### src/rtl/core/dbhc_pkg.sv
package dbhc_pkg;

    // field widths of the request, response and configuration channels
    localparam int REQ_W      = 3;
    localparam int SLOT_NUM_W = 4;
    localparam int STATUS_W   = 2;
    localparam int OFFSET_W   = 25;
    localparam int SEQ_W      = 64;
    localparam int RUN_W      = 2;
    localparam int SLOT_ST_W  = 2;
    localparam int PAYLOAD_W  = 21;
    localparam int STRIDE_W   = 22;

    typedef logic [REQ_W-1:0]      t_req;
    typedef logic [STATUS_W-1:0]   t_status;
    typedef logic [RUN_W-1:0]      t_run;
    typedef logic [SLOT_ST_W-1:0]  t_slot_st;
    typedef logic [PAYLOAD_W-1:0]  t_payload;
    typedef logic [SLOT_NUM_W-1:0] t_slot_num;
    typedef logic [OFFSET_W-1:0]   t_offset;
    typedef logic [SEQ_W-1:0]      t_seq;

    // request codes
    localparam t_req REQ_ACQ_WR  = 3'd0;
    localparam t_req REQ_PUBLISH = 3'd1;
    localparam t_req REQ_ACQ_RD  = 3'd2;
    localparam t_req REQ_RELEASE = 3'd3;
    localparam t_req REQ_SHUTDN  = 3'd4;
    localparam t_req REQ_CRASH   = 3'd5;
    localparam t_req REQ_QUERY   = 3'd6;

    // response status codes
    localparam t_status STATUS_GRANTED = 2'd0;
    localparam t_status STATUS_WAIT    = 2'd1;
    localparam t_status STATUS_REFUSED = 2'd2;
    localparam t_status STATUS_STOPPED = 2'd3;

    // run states
    localparam t_run RUN_RUNNING  = 2'd0;
    localparam t_run RUN_SHUTDOWN = 2'd1;
    localparam t_run RUN_CRASHED  = 2'd2;

    // slot states
    localparam t_slot_st SLOT_FREE    = 2'd0;
    localparam t_slot_st SLOT_WRITING = 2'd1;
    localparam t_slot_st SLOT_READY   = 2'd2;
    localparam t_slot_st SLOT_READING = 2'd3;

    // payload size after reset
    localparam t_payload PAYLOAD_RST = 21'd16;

endpackage

### src/rtl/core/dbhc_if.sv
// request channel
interface dbhc_req_if;
    import dbhc_pkg::*;

    logic      valid;
    logic      ready;
    t_req      req_type;
    t_slot_num query_slot;

    modport source (output valid, output req_type, output query_slot, input ready);
    modport sink   (input valid, input req_type, input query_slot, output ready);
endinterface

// response channel
interface dbhc_resp_if;
    import dbhc_pkg::*;

    logic      valid;
    logic      ready;
    t_status   status;
    t_slot_num granted_slot;
    t_offset   payload_offset;
    t_seq      frame_sequence;
    t_run      run_state;
    t_slot_st  slot_state;

    modport source (
        output valid, output status, output granted_slot, output payload_offset,
        output frame_sequence, output run_state, output slot_state, input ready
    );
    modport sink (
        input valid, input status, input granted_slot, input payload_offset,
        input frame_sequence, input run_state, input slot_state, output ready
    );
endinterface

// configuration write channel
interface dbhc_cfg_if;
    import dbhc_pkg::*;

    logic     valid;
    logic     ready;
    t_payload data;

    modport source (output valid, output data, input ready);
    modport sink   (input valid, input data, output ready);
endinterface

### src/rtl/core/double_buffer_handshake_controller_top.sv
// Slot coordinator for one producer and one consumer sharing SLOT_COUNT payload slots.
// Channels: i_req carries a request code and a query slot, o_resp returns exactly one
// response per request (status, granted slot, payload byte offset, frame sequence,
// run state, queried slot state), i_cfg writes the payload size per slot in bytes.
// A request passes through two registers, the input register and the response register.
// Throughput is one request per cycle while o_resp is not stalled and no stride rebuild
// is under way; the slot decision is a single pass over the slot state registers.
// The slot stride (payload size rounded up to ALIGN_BYTES) is rebuilt by a two-stage
// reciprocal multiply after each configuration write; i_req.ready is low while the
// write moves through both stages. i_cfg.ready is always high.
// Reset (i_rst_n low, synchronous): all slots free, no side holds a slot, sequence
// counter zero, block running, payload size 16, both channels empty.
// When the receiver stalls o_resp, the response is held, one more request is taken
// into the input register, and then i_req.ready falls until the response is taken.
module double_buffer_handshake_controller_top #(
    parameter int SLOT_COUNT  = 2,
    parameter int ALIGN_BYTES = 16
) (
    input  logic               i_clk,
    input  logic               i_rst_n,
    dbhc_req_if.sink           i_req,
    dbhc_resp_if.source        o_resp,
    dbhc_cfg_if.sink           i_cfg
);
    import dbhc_pkg::*;

    localparam int SW       = (SLOT_COUNT > 1) ? $clog2(SLOT_COUNT) : 1;
    localparam int NUM_W    = STRIDE_W;
    localparam int KSH      = NUM_W;
    localparam int RECIP_W  = NUM_W + 1;
    localparam int QPROD_W  = NUM_W + RECIP_W;
    localparam int ALIGN_W  = 13;
    localparam int SPROD_W  = NUM_W + ALIGN_W;
    localparam int PROD_W   = OFFSET_W + 1;
    localparam longint RECIP      = (64'd1 << KSH) / ALIGN_BYTES;
    localparam longint Q_RST      = (16 + ALIGN_BYTES - 1) / ALIGN_BYTES;
    localparam longint STRIDE_RST = Q_RST * ALIGN_BYTES;

    typedef logic [SW-1:0] t_idx;

    // configuration and stride registers
    t_payload             r_payload_bytes;
    logic [NUM_W-1:0]     r_q_est;
    logic [STRIDE_W-1:0]  r_stride;
    logic [1:0]           r_cfg_pipe;

    // pipeline registers
    logic                 r_in_valid;
    t_req                 r_in_req;
    t_slot_num            r_in_query;
    logic                 r_out_valid;
    t_status              r_out_status;
    t_slot_num            r_out_gslot;
    t_offset              r_out_offset;
    t_seq                 r_out_seq;
    t_run                 r_out_run;
    t_slot_st             r_out_sstate;

    // slot and ownership state
    t_slot_st             r_slot_st [SLOT_COUNT];
    logic                 r_wr_holds;
    t_idx                 r_wr_slot;
    logic                 r_rd_holds;
    t_idx                 r_rd_slot;
    t_seq                 r_last_seq;
    t_run                 r_run;

    // next-state values
    t_slot_st             n_slot_st [SLOT_COUNT];
    logic                 n_wr_holds;
    t_idx                 n_wr_slot;
    logic                 n_rd_holds;
    t_idx                 n_rd_slot;
    t_seq                 n_last_seq;
    t_run                 n_run;
    t_status              n_status;
    t_slot_num            n_gslot;
    t_offset              n_offset;
    t_seq                 n_seq;
    t_slot_st             n_sstate;

    logic                 w_cfg_fire;
    logic                 w_out_free;
    logic                 w_fire;
    logic [NUM_W-1:0]     w_num;
    logic [QPROD_W-1:0]   w_qprod;
    logic [SPROD_W-1:0]   w_sprod;
    logic [NUM_W-1:0]     w_rem;
    logic [SLOT_COUNT-1:0] w_free_vec;
    logic [SLOT_COUNT-1:0] w_ready_vec;
    logic [SLOT_COUNT-1:0] w_writing_vec;
    t_idx                 w_free_idx;
    t_idx                 w_ready_idx;
    t_idx                 w_grant_idx;
    logic [PROD_W-1:0]    w_prod;
    logic                 w_query_ok;

    // handshakes
    assign w_cfg_fire   = i_cfg.valid && i_cfg.ready;
    assign i_cfg.ready  = 1'b1;
    assign w_out_free   = !r_out_valid || o_resp.ready;
    assign w_fire       = r_in_valid && w_out_free;
    assign i_req.ready  = (!r_in_valid || w_out_free) && (r_cfg_pipe == 2'b00);

    // stride: quotient estimate by reciprocal, then one correction step
    assign w_num   = NUM_W'(r_payload_bytes) + NUM_W'(ALIGN_BYTES - 1);
    assign w_qprod = QPROD_W'(w_num) * QPROD_W'(RECIP);
    assign w_sprod = SPROD_W'(r_q_est) * SPROD_W'(ALIGN_BYTES);
    assign w_rem   = w_num - w_sprod[NUM_W-1:0];

    always_ff @(posedge i_clk) begin
        if (!i_rst_n) begin
            r_payload_bytes <= PAYLOAD_RST;
            r_q_est         <= NUM_W'(Q_RST);
            r_stride        <= STRIDE_W'(STRIDE_RST);
            r_cfg_pipe      <= 2'b00;
        end else begin
            if (w_cfg_fire) begin
                r_payload_bytes <= i_cfg.data;
            end
            r_cfg_pipe <= {r_cfg_pipe[0], w_cfg_fire};
            r_q_est    <= w_qprod[KSH +: NUM_W];
            if (w_rem >= NUM_W'(ALIGN_BYTES)) begin
                r_stride <= w_sprod[STRIDE_W-1:0] + STRIDE_W'(ALIGN_BYTES);
            end else begin
                r_stride <= w_sprod[STRIDE_W-1:0];
            end
        end
    end

    // per-slot flags and lowest free slot; at most one slot is ready at a time
    always_comb begin
        w_free_idx  = '0;
        w_ready_idx = '0;
        for (int i = SLOT_COUNT - 1; i >= 0; i--) begin
            w_free_vec[i]    = (r_slot_st[i] == SLOT_FREE);
            w_ready_vec[i]   = (r_slot_st[i] == SLOT_READY);
            w_writing_vec[i] = (r_slot_st[i] == SLOT_WRITING);
            if (w_free_vec[i]) begin
                w_free_idx = SW'(i);
            end
            if (w_ready_vec[i]) begin
                w_ready_idx = SW'(i);
            end
        end
    end

    // payload offset of the slot an acquire hands out
    assign w_grant_idx = (r_in_req == REQ_ACQ_WR) ? w_free_idx : w_ready_idx;
    assign w_prod      = PROD_W'(w_grant_idx) * PROD_W'(r_stride);
    assign w_query_ok  = ({1'b0, r_in_query} < (SLOT_NUM_W + 1)'(SLOT_COUNT));

    // request decode and state update; the ready slot always carries the last
    // published sequence, since no new publish can happen until it is taken
    always_comb begin
        n_slot_st  = r_slot_st;
        n_wr_holds = r_wr_holds;
        n_wr_slot  = r_wr_slot;
        n_rd_holds = r_rd_holds;
        n_rd_slot  = r_rd_slot;
        n_last_seq = r_last_seq;
        n_run      = r_run;
        n_status   = STATUS_GRANTED;
        n_gslot    = '0;
        n_offset   = '0;
        n_seq      = '0;
        n_sstate   = SLOT_FREE;
        unique case (r_in_req)
            REQ_ACQ_WR: begin
                if (r_wr_holds) begin
                    n_status = STATUS_REFUSED;
                end else if (r_run != RUN_RUNNING) begin
                    n_status = STATUS_STOPPED;
                end else if (!(|w_free_vec) || (|w_ready_vec)) begin
                    n_status = STATUS_WAIT;
                end else begin
                    n_slot_st[w_free_idx] = SLOT_WRITING;
                    n_wr_holds = 1'b1;
                    n_wr_slot  = w_free_idx;
                    n_gslot    = SLOT_NUM_W'(w_free_idx);
                    n_offset   = w_prod[OFFSET_W-1:0];
                end
            end
            REQ_PUBLISH: begin
                if (!r_wr_holds) begin
                    n_status = STATUS_REFUSED;
                end else if (r_run != RUN_RUNNING) begin
                    n_slot_st[r_wr_slot] = SLOT_FREE;
                    n_wr_holds = 1'b0;
                    n_status   = STATUS_STOPPED;
                end else begin
                    n_last_seq = r_last_seq + t_seq'(1);
                    n_slot_st[r_wr_slot] = SLOT_READY;
                    n_wr_holds = 1'b0;
                end
            end
            REQ_ACQ_RD: begin
                if (r_rd_holds) begin
                    n_status = STATUS_REFUSED;
                end else if (r_run != RUN_RUNNING) begin
                    n_status = STATUS_STOPPED;
                end else if (!(|w_ready_vec)) begin
                    n_status = STATUS_WAIT;
                end else begin
                    n_slot_st[w_ready_idx] = SLOT_READING;
                    n_rd_holds = 1'b1;
                    n_rd_slot  = w_ready_idx;
                    n_gslot    = SLOT_NUM_W'(w_ready_idx);
                    n_offset   = w_prod[OFFSET_W-1:0];
                    n_seq      = r_last_seq;
                end
            end
            REQ_RELEASE: begin
                if (!r_rd_holds) begin
                    n_status = STATUS_REFUSED;
                end else begin
                    n_slot_st[r_rd_slot] = SLOT_FREE;
                    n_rd_holds = 1'b0;
                end
            end
            REQ_SHUTDN: begin
                if (r_run == RUN_RUNNING) begin
                    n_run = RUN_SHUTDOWN;
                end
            end
            REQ_CRASH: begin
                n_run = RUN_CRASHED;
            end
            REQ_QUERY: begin
                if (w_query_ok) begin
                    n_sstate = r_slot_st[r_in_query[SW-1:0]];
                end
            end
            default: begin
            end
        endcase
    end

    // input register, state and response register
    always_ff @(posedge i_clk) begin
        if (!i_rst_n) begin
            r_in_valid  <= 1'b0;
            r_out_valid <= 1'b0;
            for (int i = 0; i < SLOT_COUNT; i++) begin
                r_slot_st[i] <= SLOT_FREE;
            end
            r_wr_holds <= 1'b0;
            r_wr_slot  <= '0;
            r_rd_holds <= 1'b0;
            r_rd_slot  <= '0;
            r_last_seq <= '0;
            r_run      <= RUN_RUNNING;
        end else begin
            if (i_req.valid && i_req.ready) begin
                r_in_valid <= 1'b1;
                r_in_req   <= i_req.req_type;
                r_in_query <= i_req.query_slot;
            end else if (w_fire) begin
                r_in_valid <= 1'b0;
            end
            if (w_fire) begin
                r_slot_st    <= n_slot_st;
                r_wr_holds   <= n_wr_holds;
                r_wr_slot    <= n_wr_slot;
                r_rd_holds   <= n_rd_holds;
                r_rd_slot    <= n_rd_slot;
                r_last_seq   <= n_last_seq;
                r_run        <= n_run;
                r_out_valid  <= 1'b1;
                r_out_status <= n_status;
                r_out_gslot  <= n_gslot;
                r_out_offset <= n_offset;
                r_out_seq    <= n_seq;
                r_out_run    <= n_run;
                r_out_sstate <= n_sstate;
            end else if (o_resp.ready) begin
                r_out_valid <= 1'b0;
            end
        end
    end

    // response outputs
    assign o_resp.valid          = r_out_valid;
    assign o_resp.status         = r_out_status;
    assign o_resp.granted_slot   = r_out_gslot;
    assign o_resp.payload_offset = r_out_offset;
    assign o_resp.frame_sequence = r_out_seq;
    assign o_resp.run_state      = r_out_run;
    assign o_resp.slot_state     = r_out_sstate;

    // never more than one published frame waiting
    a_one_ready: assert property (@(posedge i_clk) disable iff (!i_rst_n)
        $onehot0(w_ready_vec))
        else $error("more than one slot ready");

    // a writing slot exists exactly while the producer holds one
    a_writer_slot: assert property (@(posedge i_clk) disable iff (!i_rst_n)
        $countones(w_writing_vec) == 32'(r_wr_holds))
        else $error("writing slots disagree with producer hold flag");

    // the producer's held slot is in the writing state
    a_writer_state: assert property (@(posedge i_clk) disable iff (!i_rst_n)
        r_wr_holds |-> (r_slot_st[r_wr_slot] == SLOT_WRITING))
        else $error("producer holds a slot that is not writing");

    // requests are held off while the stride is rebuilt
    a_cfg_block: assert property (@(posedge i_clk) disable iff (!i_rst_n)
        (i_cfg.valid && i_cfg.ready) |=> !i_req.ready)
        else $error("request accepted during stride update");

endmodule

### src/flat_wrapper.sv
// flat-port wrapper written by rule: the top's interface ports become plain ports
module double_buffer_handshake_controller_top_flat import dbhc_pkg::*;
#(
    parameter int SLOT_COUNT  = 2,
    parameter int ALIGN_BYTES = 16
)
  (i_clk, i_rst_n, i_req_valid, i_req_req_type, i_req_query_slot, i_req_ready, o_resp_valid, o_resp_status, o_resp_granted_slot, o_resp_payload_offset, o_resp_frame_sequence, o_resp_run_state, o_resp_slot_state, o_resp_ready, i_cfg_valid, i_cfg_data, i_cfg_ready);
  dbhc_req_if i_req_i ();
  dbhc_resp_if o_resp_i ();
  dbhc_cfg_if i_cfg_i ();
  input  logic i_clk;
  input  logic i_rst_n;
  input wire logic [$bits(i_req_i.valid)-1:0] i_req_valid;
  input wire logic [$bits(i_req_i.req_type)-1:0] i_req_req_type;
  input wire logic [$bits(i_req_i.query_slot)-1:0] i_req_query_slot;
  output wire logic [$bits(i_req_i.ready)-1:0] i_req_ready;
  output wire logic [$bits(o_resp_i.valid)-1:0] o_resp_valid;
  output wire logic [$bits(o_resp_i.status)-1:0] o_resp_status;
  output wire logic [$bits(o_resp_i.granted_slot)-1:0] o_resp_granted_slot;
  output wire logic [$bits(o_resp_i.payload_offset)-1:0] o_resp_payload_offset;
  output wire logic [$bits(o_resp_i.frame_sequence)-1:0] o_resp_frame_sequence;
  output wire logic [$bits(o_resp_i.run_state)-1:0] o_resp_run_state;
  output wire logic [$bits(o_resp_i.slot_state)-1:0] o_resp_slot_state;
  input wire logic [$bits(o_resp_i.ready)-1:0] o_resp_ready;
  input wire logic [$bits(i_cfg_i.valid)-1:0] i_cfg_valid;
  input wire logic [$bits(i_cfg_i.data)-1:0] i_cfg_data;
  output wire logic [$bits(i_cfg_i.ready)-1:0] i_cfg_ready;
  assign i_req_i.valid = i_req_valid;
  assign i_req_i.req_type = i_req_req_type;
  assign i_req_i.query_slot = i_req_query_slot;
  assign i_req_ready = i_req_i.ready;
  assign o_resp_valid = o_resp_i.valid;
  assign o_resp_status = o_resp_i.status;
  assign o_resp_granted_slot = o_resp_i.granted_slot;
  assign o_resp_payload_offset = o_resp_i.payload_offset;
  assign o_resp_frame_sequence = o_resp_i.frame_sequence;
  assign o_resp_run_state = o_resp_i.run_state;
  assign o_resp_slot_state = o_resp_i.slot_state;
  assign o_resp_i.ready = o_resp_ready;
  assign i_cfg_i.valid = i_cfg_valid;
  assign i_cfg_i.data = i_cfg_data;
  assign i_cfg_ready = i_cfg_i.ready;
  double_buffer_handshake_controller_top #(.SLOT_COUNT(SLOT_COUNT), .ALIGN_BYTES(ALIGN_BYTES)) u_core (.i_clk(i_clk), .i_rst_n(i_rst_n), .i_req(i_req_i), .o_resp(o_resp_i), .i_cfg(i_cfg_i));
endmodule
### config.mk
export PLATFORM = sky130hd
export DESIGN_NAME = double_buffer_handshake_controller_top_flat
export DESIGN_NICKNAME = d
export VERILOG_FILES = /design/src/rtl/core/dbhc_pkg.sv /design/src/rtl/core/dbhc_if.sv /design/src/rtl/core/double_buffer_handshake_controller_top.sv /design/src/flat_wrapper.sv
export SDC_FILE = /design/constraint.sdc
export NUM_CORES = 1
export LEC_CHECK = 0
export ABC_AREA = 1
export CORE_MARGIN = 3
export CORE_UTILIZATION = 35
export DETAILED_ROUTE_END_ITERATION = 16
export DONT_BUFFER_PORTS = 1
export PLACE_DENSITY_LB_ADDON = 0.2
export SLEW_MARGIN = 10
export SYNTH_ARGS = -nofsm -noshare
export SYNTH_HDL_FRONTEND = slang
export SYNTH_SLANG_ARGS = --single-unit
### constraint.sdc
create_clock -name i_clk -period 5.45 [get_ports i_clk]
set_input_delay 0.545 -clock i_clk [delete_from_list [all_inputs] [get_ports i_clk]]
set_output_delay 0.545 -clock i_clk [all_outputs]
set_load 0.02 [all_outputs]
* Word level (Yosys, flattened, before mapping)
Index checks and enable logic that the tools add are counted.
Operators by class: add/sub/neg operators 4, multiply operators 1, $lt $le $gt $ge 11, equality and inequality tests 16, mux-type cells 65, bitwise gates (word level) 22, reduce and logical (&&, ||, !) cells 37
Operators by type and width (count):
- 25-bit two-way mux | 4
- 64-bit by 1-bit adder with 64-bit output, second input constant | 1
- 4-bit two-way mux | 13
- 25-bit case mux with 2 select lines | 1
- 23-bit two-way mux | 2
- 2-bit two-way mux | 15
- 1-bit by 22-bit multiplier with 23-bit output | 1
- 21-bit by 4-bit adder with 22-bit output, second input constant | 1
- 22-bit by 5-bit adder with 22-bit output, second input constant | 1
- 22-bit by 5-bit >= comparator with 1-bit output, second input constant | 1
- 22-bit two-way mux | 1
- 22-bit subtractor | 1
- 1-bit two-way mux | 19
- 4-bit case mux with 4 select lines | 1
- 2-bit AND reduction | 6
- 2-bit >= comparator, second input constant | 5
- 2-bit inequality test, second input constant | 5
- 1-bit NOT with 2-bit output | 5
- 10-bit AND reduction | 1
- 5-bit AND reduction | 2
- 2-bit nonzero test | 5
- 3-bit equality test, second input constant | 3
- 4-bit bitwise AND | 2
- 2-bit demux with 1-bit select | 4
- other kinds (25) | 56
Word-level totals: register bits 245, bits of input ports 33, output and inout bits 102, logic and storage cells 179

* Depth between registers and ports, before layout
word-level depth 14, mapped depth 33, mapped depth without buffers 32

* Worst setup path before layout
Ideal clock, no wire load.
path kind input -> register, start point input o_resp_ready, end point register u_core.r_out_seq[0] (netlist: u_core.o_resp.frame_sequence[0]) (enable), setup time 539 ps, arrival 4687 ps, required time 4911 ps, slack 224 ps, stages 5, cells stage by stage inv_1 nand2_1 nand2_1 clkbuf_1 nor2_1
On the way: longest elaborated chain between the ends 3
Ends and longest elaborated chain:
- start, declared | RTL line flat_wrapper.sv:24 | input wire logic [$bits(o_resp_i.ready)-1:0] o_resp_ready;
- 1-bit logical OR | RTL line double_buffer_handshake_controller_top.sv:101 | assign w_out_free = !r_out_valid || o_resp.ready;
- 1-bit logical AND | RTL line double_buffer_handshake_controller_top.sv:102 | assign w_fire = r_in_valid && w_out_free;
- 2-bit AND reduction (no source line)
- end signal, assigned | RTL line double_buffer_handshake_controller_top.sv:273 | r_out_seq <= n_seq;
- end, declared | RTL line double_buffer_handshake_controller_top.sv:55 | t_seq r_out_seq;
Every way passes these cells. A chain may end at the register's enable or synchronous reset.

* Worst setup path after layout
start point register u_core.r_payload_bytes[5], end point register u_core.r_stride[5]
On the way: longest elaborated chain between the ends 4
Ends and longest elaborated chain:
- start, declared | RTL line double_buffer_handshake_controller_top.sv:42 | t_payload r_payload_bytes;
- start signal, assigned | RTL line double_buffer_handshake_controller_top.sv:119 | r_payload_bytes <= i_cfg.data;
- 21-bit by 4-bit adder with 22-bit output | RTL line double_buffer_handshake_controller_top.sv:106 | assign w_num = NUM_W'(r_payload_bytes) + NUM_W'(ALIGN_BYTES - 1);
- net u_core.w_num[16] | RTL line double_buffer_handshake_controller_top.sv:85 | logic [NUM_W-1:0] w_num;
- 22-bit subtractor | RTL line double_buffer_handshake_controller_top.sv:109 | assign w_rem = w_num - w_sprod[NUM_W-1:0];
- 22-bit by 5-bit >= comparator with 1-bit output | RTL line double_buffer_handshake_controller_top.sv:123 | if (w_rem >= NUM_W'(ALIGN_BYTES)) begin
- 22-bit two-way mux | RTL line double_buffer_handshake_controller_top.sv:123
- end signal, assigned | RTL line double_buffer_handshake_controller_top.sv:115 | r_stride <= STRIDE_W'(STRIDE_RST);
- end signal, assigned | RTL line double_buffer_handshake_controller_top.sv:124 | r_stride <= w_sprod[STRIDE_W-1:0] + STRIDE_W'(ALIGN_BYTES);
- end signal, assigned | RTL line double_buffer_handshake_controller_top.sv:126 | r_stride <= w_sprod[STRIDE_W-1:0];
- end, declared | RTL line double_buffer_handshake_controller_top.sv:44 | logic [STRIDE_W-1:0] r_stride;
The timed path passes the listed nets, and every way through them passes these cells.

==> qor.yml <==
status: "finished, final reports clean"
grt_util_met1_pct: 24.18
grt_util_met3_pct: 2.457
yosysSeqAreaShare_pct: 46.37
synth_warnings: 0
totalWireLength_mm: 32.80
stdcell_count: 2089
post-place-cells: 2035
num_io_pins: 135
synth_top_flop_cell: "dfxtp_1"
grt_max_degree: 71
peakVddDrop_uv: 195.6
power_density_nw_per_um2: 313.0
async_flop_share_pct: 0
ys_seq_elements: 231
antenna_found_initial: 1
finClkSkew_ps: 13.70
start_kind: "register"
postCtsSetupRepairBufs: 0
fin_crit_ps: 4314
yosysUniqueCellTypes: 45
final_cell_area_um2: 13430
initial_core_util_pct: 35.74
hold_viol: 0
core_um2: 33700
grt_pass1_wl_mm: 52.73
grt_pass1_vias: 9783
max_freq_ghz: 0.2318
place_area_um2: 12460
core.rowCount: 67
overflow: 0
crit_family: "simple AND/OR/NAND/NOR gates"
cts_resized: 0
multiInputGateArea_um2: 5338
max_stage_delay_ps: 500
path_clk_slew_ps: 60
cts.sinks: 231
use_met2_pct: 30.21
area_growth_pct: 11.52
hp-class: "input pin to register"
place_congestion: 0.9061
clock_latency_ps: 560
clk_path_buf_depth: 3
synth_edf_count: 96
cts_tree: "done"
slowest_stage: "nand2_1"
hold_ws_ps: 74.68
root_buffer: "clkbuf_16"
drtAntennaViolNets: 0
die_h_um: 191.5
worst_slew_pin_slew_ps: 1120
cts_buffers: 29
fin_crit_sh_pct: 79.15
setup_viol: 0
vias: 10145
top_usage_layer: "met2"
drive_gt1_share_pct: 4.875
worst_ep_required_time_ps: 5890
worstSetupEndpointType: "register"
nNetsFinal: 1671
synth_area_um2: 12050
final-max-slew-violation-count: 0
syn-mean-instance-area_um2: 7.422
first_pass_iters: 7
rsz0062_at_grt: "false"
mostFrequentLayoutCell: "nand2_1"
final_cell_mix: "348 x nand2_1, 242 x inv_1, 241 x nor2_1"
cp.arrival_ps: 4750
path_class: "register to register"
wl_per_cell_um: 15.70
relSlewSlack_pct: 25.31
crit_top_cell: "nand2_1"
drc: 0
drt_iter0_drc: 626
antenna_cells: 0
die_x_um: 191.5
dp_hpwl_mm: 24.86
leakage_nw: 4.938
htree_levels: 1
die_area_um2: 36680
cp_max_fo: 30
track_usage_pct: 17.96
maxCapViolCount: 0
fillCellCount: 3543
worst-path-buf-inv: 5
synthCells: 1623
cts-hold-fix-buffers: 0
numPortBuffers: 0
viasPerCell: 4.856
seq_area_um2: 5585
fin_setup_tns_ps: 0
[worst paths after layout]
kind,startpoint,endpoint,slack (ps),depth (start not counted)
min reg2reg,u_core.r_cfg_pipe[0],u_core.r_cfg_pipe[1],430,2
max reg2reg,u_core.r_payload_bytes[5],u_core.r_stride[5],1140,26
max,u_core.r_payload_bytes[5],u_core.r_stride[5],1140,26
min,i_rst_n,u_core.r_q_est[0],70,1
[synth_stat cells (all sizes together), types with 2 or more instances]
cell    number  area, um2
clkbuf      32      120.1
dfxtp      135       2703
nor3b       20      150.1
o31ai        2      15.01
xor2        35      306.5
nor4        22      137.6
inv        246      923.4
a211oi       3      22.52
nand2      350       1319
conb         2      7.510
nand3       85      445.4
nand4       31      206.4
buf         19      116.4
edfxtp      96       2883
or2          3      18.77
o211ai       2      15.01
ha          19      237.7
nor3        66      351.6
o22ai        2      12.51
o21ai       65      325.3
nor2       251      979.7
a21oi      116      580.6
nand3b       7      52.55
o21a         4      30.03
[sequential cells by signal (all words and copies together), names as in the netlist, 3 cells and up]
register                      flops
u_core.o_resp.payload_offset     18
u_core.o_resp.frame_sequence     64
u_core.r_payload_bytes           21
u_core.r_last_seq                64
u_core.r_in_query                 4
u_core.r_slot_st                  4
u_core.r_q_est                   18
u_core.r_in_req                   3
u_core.r_stride                  18
[per-stage QoR]
stage               total power (W)  worst slack (ps)  utilization, %
floorplan                  0.002220             223.6               -
global placement           0.002295              1266           36.96
detailed placement         0.002297              1106           36.96
CTS                        0.004260              1084           39.86
global route               0.004390             287.2           39.86
finish                     0.004204              1136           39.86
[logic make-up (layout without fill, tap and decap cells)]
| group | Yosys count | after routing | share of synthesized area [%] |
|---|---|---|---|
| buffers and inverters | 298 | 307 | 9.660 |
| adders and majority gates | 20 | 20 | 2.140 |
| xor gates and xnor gates | 35 | 35 | 2.545 |
| AOI/OAI and AO/OA | 200 | 200 | 8.715 |
| other | 2 | 11 | 0.06235 |
| DFF | 231 | 231 | 46.37 |
| and+or+nand+nor | 837 | 837 | 30.51 |
[routing by layer]
layer	vias up	part of all wire [%]	wire, um
met2	194	47	15500
met1	4660	47	15380
met3	45	3.6	1184
li1	5246	-	-
met4	0	2.2	734
met5	-	0	0
[layout make-up]
class | instances | share of cell area (%)
Multi-Input combinational cell | 1103 | 39.74
Clock inverter | 19 | 1.397
Tap cell | 448 | 4.173
Timing Repair Buffer | 6 | 0.3353
Sequential cell | 231 | 41.58
Clock buffer | 35 | 5.877
Inverter | 247 | 6.902
[power by group]
part	leakage, nW	internal, W	switching (W)
clock	0.469	0.00118	0.000770
sequential	1.91	0.00184	0.0000573
combinational	2.56	0.000114	0.000243
Note: power is estimated with default switching activity, not from simulation.
